==> src/design/koch_curve_segment_generator_unit_macros.svh <==
// assertion macros shared by the koch curve generator
`ifndef KOCH_CURVE_SEGMENT_GENERATOR_UNIT_MACROS_SVH
`define KOCH_CURVE_SEGMENT_GENERATOR_UNIT_MACROS_SVH

// same-cycle implication
`define KCSG_ASSERT_NOW(label, clk, rst, ante, cons) \
   label: assert property (@(posedge clk) disable iff (rst) (ante) |-> (cons)) \
      else $error("kcsg same-cycle check failed");

// next-cycle implication
`define KCSG_ASSERT_NEXT(label, clk, rst, ante, cons) \
   label: assert property (@(posedge clk) disable iff (rst) (ante) |=> (cons)) \
      else $error("kcsg next-cycle check failed");

`endif

==> src/design/kcsg_pkg.sv <==
`timescale 1ns / 1ps

package kcsg_pkg;

   localparam int LEVEL_BITS  = 2;
   localparam int NUM_POINTS  = 5;
   localparam int PIPE_STAGES = 4;

   localparam int FRAC_BITS = 16;
   localparam int FRAC_MASK = (1 << FRAC_BITS) - 1;
   localparam int COS60_Q16 = 32768;
   localparam int SIN60_Q16 = 56756;

   typedef logic [LEVEL_BITS-1:0] level_type;

   localparam level_type DEPTH_RESET = 2'd2;
   localparam level_type LAST_CHILD  = 2'd3;

   typedef struct packed {
      logic      load_input;
      logic      load_child;
      logic      split_start;
      logic      shift;
      logic      emit;
      logic      last;
      level_type level;
   } kcsg_cmd_type;

   typedef struct packed {
      logic split_done;
      logic out_free;
   } kcsg_status_type;

endpackage

==> src/design/koch_curve_segment_generator_unit.sv <==
`timescale 1ns / 1ps
// channel   handshake              payload
// request   req_valid / req_ready  req_start_x, req_start_y, req_end_x, req_end_y
// response  rsp_valid / rsp_ready  rsp_seg_from_x/y, rsp_seg_to_x/y, rsp_last_segment
// csr       csr_wr_en              csr_wr_data (depth)
//
// each request gives 4^(d+1) segments, d the depth capped at MAX_DEPTH; every
// split runs once through the shared four-stage divide and rotate pipeline,
// and the walk spends a state of its own on each descent, ascent and emitted
// segment
// one request at a time; req_ready is high only while idle
// a stalled response holds the walk, the result register keeps one segment
// reset is synchronous and active high, depth resets to 2

module koch_curve_segment_generator_unit #(
   parameter int MAX_DEPTH  = 2,
   parameter int COORD_BITS = 16
) (
   input  logic                          clock,
   input  logic                          reset,
   input  logic                          req_valid,
   output logic                          req_ready,
   input  logic signed [COORD_BITS-1:0]  req_start_x,
   input  logic signed [COORD_BITS-1:0]  req_start_y,
   input  logic signed [COORD_BITS-1:0]  req_end_x,
   input  logic signed [COORD_BITS-1:0]  req_end_y,
   output logic                          rsp_valid,
   input  logic                          rsp_ready,
   output logic signed [COORD_BITS-1:0]  rsp_seg_from_x,
   output logic signed [COORD_BITS-1:0]  rsp_seg_from_y,
   output logic signed [COORD_BITS-1:0]  rsp_seg_to_x,
   output logic signed [COORD_BITS-1:0]  rsp_seg_to_y,
   output logic                          rsp_last_segment,
   input  logic                          csr_wr_en,
   input  logic [1:0]                    csr_wr_data
);
   import kcsg_pkg::*;

   kcsg_cmd_type    cmd;
   kcsg_status_type status;

   kcsg_ctrl #(
      .MAX_DEPTH (MAX_DEPTH)
   ) u_ctrl (
      .clock       (clock),
      .reset       (reset),
      .req_valid   (req_valid),
      .req_ready   (req_ready),
      .csr_wr_en   (csr_wr_en),
      .csr_wr_data (csr_wr_data),
      .cmd         (cmd),
      .status      (status)
   );

   kcsg_dpath #(
      .MAX_DEPTH  (MAX_DEPTH),
      .COORD_BITS (COORD_BITS)
   ) u_dpath (
      .clock            (clock),
      .reset            (reset),
      .cmd              (cmd),
      .status           (status),
      .req_start_x      (req_start_x),
      .req_start_y      (req_start_y),
      .req_end_x        (req_end_x),
      .req_end_y        (req_end_y),
      .rsp_ready        (rsp_ready),
      .rsp_valid        (rsp_valid),
      .rsp_seg_from_x   (rsp_seg_from_x),
      .rsp_seg_from_y   (rsp_seg_from_y),
      .rsp_seg_to_x     (rsp_seg_to_x),
      .rsp_seg_to_y     (rsp_seg_to_y),
      .rsp_last_segment (rsp_last_segment)
   );

endmodule

==> src/design/kcsg_dpath.sv <==
`timescale 1ns / 1ps

module kcsg_dpath #(
   parameter int MAX_DEPTH  = 2,
   parameter int COORD_BITS = 16
) (
   input  logic                          clock,
   input  logic                          reset,
   input  kcsg_pkg::kcsg_cmd_type        cmd,
   output kcsg_pkg::kcsg_status_type     status,
   input  logic signed [COORD_BITS-1:0]  req_start_x,
   input  logic signed [COORD_BITS-1:0]  req_start_y,
   input  logic signed [COORD_BITS-1:0]  req_end_x,
   input  logic signed [COORD_BITS-1:0]  req_end_y,
   input  logic                          rsp_ready,
   output logic                          rsp_valid,
   output logic signed [COORD_BITS-1:0]  rsp_seg_from_x,
   output logic signed [COORD_BITS-1:0]  rsp_seg_from_y,
   output logic signed [COORD_BITS-1:0]  rsp_seg_to_x,
   output logic signed [COORD_BITS-1:0]  rsp_seg_to_y,
   output logic                          rsp_last_segment
);
   import kcsg_pkg::*;

   localparam int NumLevels  = MAX_DEPTH + 1;
   localparam int RecipShift = COORD_BITS + 3;
   localparam int RecipBits  = RecipShift - 1;
   localparam int Recip      = ((1 << RecipShift) + 2) / 3;
   localparam int ProdBits   = COORD_BITS + 1 + RecipBits;
   localparam int MulBits    = COORD_BITS + 18;
   localparam int SumBits    = COORD_BITS + 20;

   localparam logic [RecipBits-1:0]      RecipV = RecipBits'(Recip);
   localparam logic signed [MulBits-1:0] SinW   = MulBits'(SIN60_Q16);
   localparam logic signed [SumBits-1:0] CosW   = SumBits'(COS60_Q16);
   localparam logic signed [SumBits-1:0] RndW   = SumBits'(FRAC_MASK);
   localparam logic signed [SumBits-1:0] SatHi  = SumBits'((1 << (COORD_BITS - 1)) - 1);
   localparam logic signed [SumBits-1:0] SatLo  = -SatHi - SumBits'(1);

   typedef logic signed [COORD_BITS-1:0] coord_type;
   typedef logic signed [COORD_BITS:0]   wide_type;

   function automatic coord_type sat_coord(input logic signed [SumBits-1:0] v);
      coord_type r;
      if (v > SatHi) begin
         r = SatHi[COORD_BITS-1:0];
      end else if (v < SatLo) begin
         r = SatLo[COORD_BITS-1:0];
      end else begin
         r = v[COORD_BITS-1:0];
      end
      return r;
   endfunction

   // segment being split
   coord_type seg_x0_ff, seg_y0_ff, seg_x1_ff, seg_y1_ff;

   // split points per level: start, one third, apex, two thirds, end
   coord_type pt_x_ff [NumLevels][NUM_POINTS];
   coord_type pt_y_ff [NumLevels][NUM_POINTS];

   logic [PIPE_STAGES-1:0] v_ff;
   logic                   done_ff;

   // stage 1
   wide_type                dx, dy;
   logic [COORD_BITS:0]     dx_abs, dy_abs;
   logic [COORD_BITS-1:0]   s1_mag_x_ff, s1_mag_y_ff;
   logic                    s1_neg_x_ff, s1_neg_y_ff;

   // stage 2
   logic [ProdBits-1:0]     pr1_x, pr2_x, pr1_y, pr2_y;
   logic [COORD_BITS-1:0]   s2_q1_x_ff, s2_q2_x_ff, s2_q1_y_ff, s2_q2_y_ff;
   logic                    s2_neg_x_ff, s2_neg_y_ff;

   // stage 3
   wide_type                e1_x, e2_x, e1_y, e2_y;
   wide_type                off1_x, off2_x, off1_y, off2_y;
   wide_type                p_full_x, q_full_x, p_full_y, q_full_y;
   wide_type                dm_x, dm_y;
   coord_type               s3_p_x_ff, s3_q_x_ff, s3_p_y_ff, s3_q_y_ff;
   wide_type                s3_m_x_ff, s3_m_y_ff;

   // stage 4
   logic signed [MulBits-1:0] ps_x, ps_y;
   logic signed [MulBits-1:0] s4_ps_x_ff, s4_ps_y_ff;
   coord_type                 s4_p_x_ff, s4_q_x_ff, s4_p_y_ff, s4_q_y_ff;
   wide_type                  s4_m_x_ff, s4_m_y_ff;

   // apex
   logic signed [SumBits-1:0] sum_x, sum_y, adj_x, adj_y, sh_x, sh_y;
   coord_type                 apex_x, apex_y;

   // result register
   logic      rsp_valid_ff;
   coord_type out_from_x_ff, out_from_y_ff, out_to_x_ff, out_to_y_ff;
   logic      out_last_ff;

   always_comb begin
      dx     = {seg_x1_ff[COORD_BITS-1], seg_x1_ff} - {seg_x0_ff[COORD_BITS-1], seg_x0_ff};
      dy     = {seg_y1_ff[COORD_BITS-1], seg_y1_ff} - {seg_y0_ff[COORD_BITS-1], seg_y0_ff};
      dx_abs = dx[COORD_BITS] ? -dx : dx;
      dy_abs = dy[COORD_BITS] ? -dy : dy;

      // divide by three through the reciprocal
      pr1_x = ProdBits'(s1_mag_x_ff) * ProdBits'(RecipV);
      pr2_x = ProdBits'({s1_mag_x_ff, 1'b0}) * ProdBits'(RecipV);
      pr1_y = ProdBits'(s1_mag_y_ff) * ProdBits'(RecipV);
      pr2_y = ProdBits'({s1_mag_y_ff, 1'b0}) * ProdBits'(RecipV);

      e1_x     = {1'b0, s2_q1_x_ff};
      e2_x     = {1'b0, s2_q2_x_ff};
      e1_y     = {1'b0, s2_q1_y_ff};
      e2_y     = {1'b0, s2_q2_y_ff};
      off1_x   = s2_neg_x_ff ? -e1_x : e1_x;
      off2_x   = s2_neg_x_ff ? -e2_x : e2_x;
      off1_y   = s2_neg_y_ff ? -e1_y : e1_y;
      off2_y   = s2_neg_y_ff ? -e2_y : e2_y;
      p_full_x = {seg_x0_ff[COORD_BITS-1], seg_x0_ff} + off1_x;
      q_full_x = {seg_x0_ff[COORD_BITS-1], seg_x0_ff} + off2_x;
      p_full_y = {seg_y0_ff[COORD_BITS-1], seg_y0_ff} + off1_y;
      q_full_y = {seg_y0_ff[COORD_BITS-1], seg_y0_ff} + off2_y;
      dm_x     = e2_x - e1_x;
      dm_y     = e2_y - e1_y;

      ps_x = MulBits'(s3_m_x_ff) * SinW;
      ps_y = MulBits'(s3_m_y_ff) * SinW;

      // rotate the middle third by sixty degrees, y downward
      sum_x  = (SumBits'(s4_p_x_ff) <<< FRAC_BITS) + SumBits'(s4_m_x_ff) * CosW
             + SumBits'(s4_ps_y_ff);
      sum_y  = (SumBits'(s4_p_y_ff) <<< FRAC_BITS) - SumBits'(s4_ps_x_ff)
             + SumBits'(s4_m_y_ff) * CosW;
      adj_x  = sum_x + (sum_x[SumBits-1] ? RndW : '0);
      adj_y  = sum_y + (sum_y[SumBits-1] ? RndW : '0);
      sh_x   = adj_x >>> FRAC_BITS;
      sh_y   = adj_y >>> FRAC_BITS;
      apex_x = sat_coord(sh_x);
      apex_y = sat_coord(sh_y);
   end

   always_ff @(posedge clock) begin
      s1_mag_x_ff <= dx_abs[COORD_BITS-1:0];
      s1_mag_y_ff <= dy_abs[COORD_BITS-1:0];
      s1_neg_x_ff <= dx[COORD_BITS];
      s1_neg_y_ff <= dy[COORD_BITS];

      s2_q1_x_ff  <= pr1_x[RecipShift +: COORD_BITS];
      s2_q2_x_ff  <= pr2_x[RecipShift +: COORD_BITS];
      s2_q1_y_ff  <= pr1_y[RecipShift +: COORD_BITS];
      s2_q2_y_ff  <= pr2_y[RecipShift +: COORD_BITS];
      s2_neg_x_ff <= s1_neg_x_ff;
      s2_neg_y_ff <= s1_neg_y_ff;

      s3_p_x_ff <= p_full_x[COORD_BITS-1:0];
      s3_q_x_ff <= q_full_x[COORD_BITS-1:0];
      s3_p_y_ff <= p_full_y[COORD_BITS-1:0];
      s3_q_y_ff <= q_full_y[COORD_BITS-1:0];
      s3_m_x_ff <= s2_neg_x_ff ? -dm_x : dm_x;
      s3_m_y_ff <= s2_neg_y_ff ? -dm_y : dm_y;

      s4_ps_x_ff <= ps_x;
      s4_ps_y_ff <= ps_y;
      s4_p_x_ff  <= s3_p_x_ff;
      s4_q_x_ff  <= s3_q_x_ff;
      s4_p_y_ff  <= s3_p_y_ff;
      s4_q_y_ff  <= s3_q_y_ff;
      s4_m_x_ff  <= s3_m_x_ff;
      s4_m_y_ff  <= s3_m_y_ff;

      if (cmd.load_input) begin
         seg_x0_ff <= req_start_x;
         seg_y0_ff <= req_start_y;
         seg_x1_ff <= req_end_x;
         seg_y1_ff <= req_end_y;
      end else if (cmd.load_child) begin
         seg_x0_ff <= pt_x_ff[cmd.level][0];
         seg_y0_ff <= pt_y_ff[cmd.level][0];
         seg_x1_ff <= pt_x_ff[cmd.level][1];
         seg_y1_ff <= pt_y_ff[cmd.level][1];
      end

      if (v_ff[PIPE_STAGES-1]) begin
         pt_x_ff[cmd.level][0] <= seg_x0_ff;
         pt_y_ff[cmd.level][0] <= seg_y0_ff;
         pt_x_ff[cmd.level][1] <= s4_p_x_ff;
         pt_y_ff[cmd.level][1] <= s4_p_y_ff;
         pt_x_ff[cmd.level][2] <= apex_x;
         pt_y_ff[cmd.level][2] <= apex_y;
         pt_x_ff[cmd.level][3] <= s4_q_x_ff;
         pt_y_ff[cmd.level][3] <= s4_q_y_ff;
         pt_x_ff[cmd.level][4] <= seg_x1_ff;
         pt_y_ff[cmd.level][4] <= seg_y1_ff;
      end else if (cmd.shift) begin
         for (int k = 0; k < NUM_POINTS - 1; k++) begin
            pt_x_ff[cmd.level][k] <= pt_x_ff[cmd.level][k+1];
            pt_y_ff[cmd.level][k] <= pt_y_ff[cmd.level][k+1];
         end
      end

      if (cmd.emit) begin
         out_from_x_ff <= pt_x_ff[cmd.level][0];
         out_from_y_ff <= pt_y_ff[cmd.level][0];
         out_to_x_ff   <= pt_x_ff[cmd.level][1];
         out_to_y_ff   <= pt_y_ff[cmd.level][1];
         out_last_ff   <= cmd.last;
      end
   end

   always_ff @(posedge clock) begin
      if (reset) begin
         v_ff         <= '0;
         done_ff      <= 1'b0;
         rsp_valid_ff <= 1'b0;
      end else begin
         v_ff    <= {v_ff[PIPE_STAGES-2:0], cmd.split_start};
         done_ff <= v_ff[PIPE_STAGES-1];
         if (cmd.emit) begin
            rsp_valid_ff <= 1'b1;
         end else if (rsp_ready) begin
            rsp_valid_ff <= 1'b0;
         end
      end
   end

   assign status.split_done = done_ff;
   assign status.out_free   = !rsp_valid_ff || rsp_ready;

   assign rsp_valid        = rsp_valid_ff;
   assign rsp_seg_from_x   = out_from_x_ff;
   assign rsp_seg_from_y   = out_from_y_ff;
   assign rsp_seg_to_x     = out_to_x_ff;
   assign rsp_seg_to_y     = out_to_y_ff;
   assign rsp_last_segment = out_last_ff;

endmodule

==> src/design/kcsg_ctrl.sv <==
`timescale 1ns / 1ps
`include "koch_curve_segment_generator_unit_macros.svh"

module kcsg_ctrl #(
   parameter int MAX_DEPTH = 2
) (
   input  logic                       clock,
   input  logic                       reset,
   input  logic                       req_valid,
   output logic                       req_ready,
   input  logic                       csr_wr_en,
   input  kcsg_pkg::level_type        csr_wr_data,
   output kcsg_pkg::kcsg_cmd_type     cmd,
   input  kcsg_pkg::kcsg_status_type  status
);
   import kcsg_pkg::*;

   localparam int NumLevels = MAX_DEPTH + 1;
   localparam level_type MaxLevel = LEVEL_BITS'(MAX_DEPTH);

   localparam logic [2:0] ST_IDLE    = 3'd0;
   localparam logic [2:0] ST_START   = 3'd1;
   localparam logic [2:0] ST_WAIT    = 3'd2;
   localparam logic [2:0] ST_EMIT    = 3'd3;
   localparam logic [2:0] ST_ASCEND  = 3'd4;
   localparam logic [2:0] ST_DESCEND = 3'd5;

   logic [2:0] state_ff, state_in;
   level_type  sp_ff, sp_in;
   level_type  lv_ff, lv_in;
   level_type  depth_ff;
   level_type  cnt_ff [NumLevels];
   level_type  cnt_in [NumLevels];
   level_type  eff_depth;
   level_type  parent;
   logic       last_seg;

   always_comb begin
      eff_depth = (depth_ff > MaxLevel) ? MaxLevel : depth_ff;
      parent    = sp_ff - 1'b1;

      // final segment when every open level sits on its last child
      last_seg = 1'b1;
      for (int j = 0; j < NumLevels; j++) begin
         if (LEVEL_BITS'(j) <= sp_ff && cnt_ff[j] != LAST_CHILD) begin
            last_seg = 1'b0;
         end
      end

      state_in  = state_ff;
      sp_in     = sp_ff;
      lv_in     = lv_ff;
      cnt_in    = cnt_ff;
      cmd       = '0;
      cmd.level = sp_ff;
      req_ready = (state_ff == ST_IDLE);

      case (state_ff)
         ST_IDLE: begin
            if (req_valid) begin
               cmd.load_input = 1'b1;
               sp_in          = '0;
               lv_in          = eff_depth;
               state_in       = ST_START;
            end
         end
         ST_START: begin
            cmd.split_start = 1'b1;
            state_in        = ST_WAIT;
         end
         ST_WAIT: begin
            if (status.split_done) begin
               cnt_in[sp_ff] = '0;
               state_in      = (sp_ff == lv_ff) ? ST_EMIT : ST_DESCEND;
            end
         end
         ST_EMIT: begin
            if (status.out_free) begin
               cmd.emit      = 1'b1;
               cmd.shift     = 1'b1;
               cmd.last      = last_seg;
               cnt_in[sp_ff] = cnt_ff[sp_ff] + 1'b1;
               if (cnt_ff[sp_ff] == LAST_CHILD) begin
                  state_in = ST_ASCEND;
               end
            end
         end
         ST_ASCEND: begin
            if (sp_ff == '0) begin
               state_in = ST_IDLE;
            end else begin
               cmd.level = parent;
               sp_in     = parent;
               if (cnt_ff[parent] != LAST_CHILD) begin
                  cmd.shift      = 1'b1;
                  cnt_in[parent] = cnt_ff[parent] + 1'b1;
                  state_in       = ST_DESCEND;
               end
            end
         end
         ST_DESCEND: begin
            cmd.load_child = 1'b1;
            sp_in          = sp_ff + 1'b1;
            state_in       = ST_START;
         end
         default: begin
            state_in = ST_IDLE;
         end
      endcase
   end

   always_ff @(posedge clock) begin
      if (reset) begin
         state_ff <= ST_IDLE;
         sp_ff    <= '0;
         lv_ff    <= '0;
         depth_ff <= DEPTH_RESET;
         for (int j = 0; j < NumLevels; j++) begin
            cnt_ff[j] <= '0;
         end
      end else begin
         state_ff <= state_in;
         sp_ff    <= sp_in;
         lv_ff    <= lv_in;
         cnt_ff   <= cnt_in;
         if (csr_wr_en) begin
            depth_ff <= csr_wr_data;
         end
      end
   end

   `KCSG_ASSERT_NOW(a_level_bound, clock, reset, state_ff != ST_IDLE, sp_ff <= lv_ff)
   `KCSG_ASSERT_NOW(a_done_in_wait, clock, reset, status.split_done, state_ff == ST_WAIT)
   `KCSG_ASSERT_NEXT(a_accept_starts, clock, reset, req_valid && req_ready,
                     state_ff == ST_START && sp_ff == '0)
   `KCSG_ASSERT_NEXT(a_inner_descends, clock, reset,
                     state_ff == ST_WAIT && status.split_done && sp_ff != lv_ff,
                     state_ff == ST_DESCEND)

endmodule

==> config.mk <==
export PLATFORM = sky130hd
export DESIGN_NAME = koch_curve_segment_generator_unit
export DESIGN_NICKNAME = d
export VERILOG_FILES = /design/src/design/kcsg_pkg.sv /design/src/design/koch_curve_segment_generator_unit.sv /design/src/design/kcsg_dpath.sv /design/src/design/kcsg_ctrl.sv
export VERILOG_INCLUDE_DIRS = /design/src /design/src/design
export SDC_FILE = /design/constraint.sdc
export NUM_CORES = 2
export LEC_CHECK = 0
export BUFFER_PORTS_ARGS = -buffer_cell sky130_fd_sc_hd__buf_4
export CAP_MARGIN = 20
export CORE_MARGIN = 5
export CORE_UTILIZATION = 30
export CTS_CLUSTER_SIZE = 40
export DETAILED_ROUTE_END_ITERATION = 16
export GPL_ROUTABILITY_DRIVEN = 0
export SLEW_MARGIN = 20
export SYNTH_ARGS = -nofsm -noshare
export SYNTH_HDL_FRONTEND = slang
export SYNTH_HIERARCHICAL = 1
export SYNTH_SLANG_ARGS = --single-unit
export TNS_END_PERCENT = 5
==> constraint.sdc <==
create_clock -name clock -period 18.42 [get_ports clock]
set_clock_uncertainty 0.15 [all_clocks]
set_input_delay 0.921 -clock clock [delete_from_list [all_inputs] [get_ports clock]]
set_output_delay 0.921 -clock clock [all_outputs]
set_load 0.02 [all_outputs]
==> impl_metrics.json <==
{
  "path_buf_inv": 4,
  "synth_area_leader_cell": "edfxtp_1",
  "post-route-min-period_ps": 6860,
  "cts_inserted_buffers": 94,
  "rows": 167,
  "drcViolationCount": 0,
  "setup-tns-final_ps": 0,
  "yosysUniqueCellTypes": 97,
  "fin_crit_sh": 0.372,
  "postCtsSetupRepairBufs": 0,
  "worstSetupPathType": "reg2reg",
  "top_level_ports": 138,
  "crit_fanout": 15,
  "initialDrtViolationCount": 2563,
  "nNetsFinal": 6945,
  "fillers": 20700,
  "syn_avg_cell_area_um2": 11.1,
  "synth-seq-cells": 954,
  "setup-violations-final": 0,
  "yosysWarnings": 6,
  "cts_root_buffer": "clkbuf_16",
  "ys.flop_type": "edfxtp_1",
  "min_path_cells": 0,
  "hpwl_um": 117000,
  "slowest_stage": "o311ai_0",
  "start_util": 0.302,
  "clk_path_buf_depth": 3,
  "cap_violations": 0,
  "dp_cells": 8455,
  "hold_viol_final": 0,
  "clkTransAtPathRegs_ps": 60,
  "syn_inst": 5633,
  "slew_headroom": 0.211,
  "worst_pin_slew_ps": 1170,
  "rsz0062_at_grt": "no",
  "cts_resized": 0,
  "hold_path_class": "reg2reg",
  "rr_worst_depth": 25,
  "clock_latency_ps": 720,
  "antenna_found_initial": 6,
  "holdBufCountCts": 0,
  "report.final.slew_viol_count": 0,
  "status": "complete, no violations",
  "die_y_um": 467,
  "htree_levels": 3,
  "worst_path_dominant_cell_family": "compound AO/OA/AOI/OAI gates",
  "cp_data_arrival_time_ps": 7140,
  "drive_above_1_share": 0.0748,
  "critPathLaunchType": "register",
  "synthArstFlopShare": 0,
  "cts_tree": "built",
  "cp-end-kind": "register",
  "first_global_vias": 41200,
  "portBuffers": 137,
  "routed_wl_um": 152000,
  "required_ps": 18700,
  "vias": 40100,
  "multi_input_area_um2": 33600,
  "netlist_area_um2": 62600,
  "slowest_delay_ps": 560,
  "fmax_mhz": 146,
  "synth_area_leaders": "edfxtp_1 29%, fa_1 14%, ha_1 13%",
  "grt_pass1_wl_um": 235000,
  "finalNonFillerCells": 8632,
  "grt_use_total": 0.137,
  "dieArea_um2": 218000,
  "die_w_um": 467,
  "core_um2": 207000,
  "clock-sinks": 954,
  "antenna_left": 0,
  "wl_per_cell_um": 17.6,
  "synth-edff-count": 609,
  "synth_top_area_frac": 0.292,
  "dr.pass1.iters": 5,
  "grt_max_degree": 121,
  "grt-ovfl-total": 0,
  "viasPerCell": 4.65,
  "regArea_um2": 25200,
  "area_growth_pct": 12.2,
  "syn_nets": 6815,
  "crit_cells": 25,
  "seq_area_frac_synth": 0.403
}
==> cells by family (layout without fill, tap and decap cells) <==
kind of cell	Yosys count	count (layout)	share of synthesized area
simple gates	1013	1013	0.0756
fa+ha+maj	1111	1111	0.277
compound gates	960	960	0.0952
buf+inv	997	1207	0.0604
xor+xnor	374	374	0.0524
other cells	0	1	0
flops	954	954	0.403
mux	224	224	0.0372
==> cell usage after synthesis (all sizes together) (33+ instances only) <==
| cell type | count |
|---|---|
| xnor2 | 298 |
| edfxtp | 609 |
| a21o | 61 |
| nand2 | 390 |
| nor2 | 255 |
| inv | 867 |
| nand3 | 60 |
| ha | 658 |
| o21ai | 313 |
| mux2i | 169 |
| clkbuf | 99 |
| o21bai | 45 |
| nor2b | 33 |
| nor3 | 73 |
| dfxtp | 345 |
| nand2b | 33 |
| xor2 | 76 |
| a21oi | 273 |
| mux2 | 54 |
| fa | 453 |
==> registers in the layout, summed over array words and instances (netlist names), 17 cells and up <==
| register | cells |
|---|---|
| u_dpath/pt_x_ff | 240 |
| u_dpath/pt_y_ff | 240 |
| u_dpath/s3_m_x_ff | 17 |
| u_dpath/s3_m_y_ff | 17 |
| u_dpath/s4_m_x_ff | 17 |
| u_dpath/s4_m_y_ff | 17 |
| u_dpath/s4_ps_x_ff | 30 |
| u_dpath/s4_ps_y_ff | 30 |
==> final timing paths <==
| kind | startpoint | end | slack (ps) |
|---|---|---|---|
| worst max register to register | u_dpath/s4_p_x_ff[0] | u_dpath/pt_x_ff[1][38] | 11560 |
| worst min-delay path | u_dpath/s3_p_x_ff[4] | u_dpath/s4_p_x_ff[4] | 160 |
| worst max-delay path | u_dpath/s4_p_x_ff[0] | u_dpath/pt_x_ff[1][38] | 11560 |
| worst min register to register | u_dpath/s3_p_x_ff[4] | u_dpath/s4_p_x_ff[4] | 160 |
==> per-layer routing <==
metal  vias to the layer above  GRT usage  routed length, µm
li1                      19500          -                  -
met1                     19700      0.188              71000
met2                       759      0.228              70900
met3                       170     0.0179               6020
met4                         0     0.0349               3900
met5                         -          0                  0
==> worst reg2reg max path, cell delays in order, from the launching register on <==
cell	delay, ps
dfxtp_1	550
fa_1	490
ha_1	310
inv_1	100
fa_1	200
nor2b_1	60
o31a_1	270
o31ai_1	470
a21bo_2	250
a31oi_1	90
xor2_1	160
buf_4	170
inv_1	370
ha_1	360
a21o_1	190
a21o_1	170
a21oi_1	140
o21ai_0	90
and3_1	200
o21ai_0	170
o21a_1	430
nor3_2	150
xnor2_1	150
a31oi_1	100
buf_4	220
o311ai_0	570
==> placed cells by master (no fill, tap or decap), types with 13 or more instances in the layout <==
| master | n |
|---|---|
| xor2_1 | 76 |
| nor2b_1 | 32 |
| and2_1 | 17 |
| mux2i_1 | 169 |
| or3_1 | 24 |
| and3_1 | 22 |
| o22ai_1 | 22 |
| dfxtp_1 | 343 |
| clkinv_2 | 17 |
| or2_2 | 13 |
| nand4_1 | 31 |
| fa_1 | 453 |
| o311ai_0 | 19 |
| a21oi_1 | 273 |
| nand2b_1 | 32 |
| a211oi_1 | 19 |
| o21bai_1 | 45 |
| nor3_1 | 70 |
| ha_1 | 658 |
| inv_1 | 866 |
| nor2_1 | 255 |
| clkbuf_8 | 13 |
| xnor2_1 | 298 |
| o21ai_0 | 312 |
| nand3_1 | 59 |
| buf_4 | 162 |
| nand2_1 | 390 |
| a31oi_1 | 29 |
| o21a_1 | 30 |
| o31ai_1 | 19 |
| edfxtp_1 | 609 |
| clkbuf_16 | 98 |
| clkbuf_1 | 16 |
| a21o_1 | 59 |
| mux2_2 | 53 |
==> area by class of cell <==
class,count,share of cell area
timing repair buffer,164,0.0179
tap,2788,0.0497
clock inverter,47,0.00867
multi-input combinational,3682,0.480
inverter,867,0.0464
sequential,954,0.359
clock buffer,129,0.0385
antenna,1,0.0000357
==> through the flow <==
stage	utilization	hold WS [ps]	setup WS, ps	cell area, µm²
floorplan	-	160	5410	62600
global placement	0.322	161	11700	66800
detailed placement	0.322	162	11640	66800
CTS	0.338	163	11600	70200
global route	0.338	169	11120	70200
finish	0.338	158	11560	70200
Power is left out: the tool's default activity adds up to more than one toggle a clock period on the data nets, which glitch-free logic cannot reach.
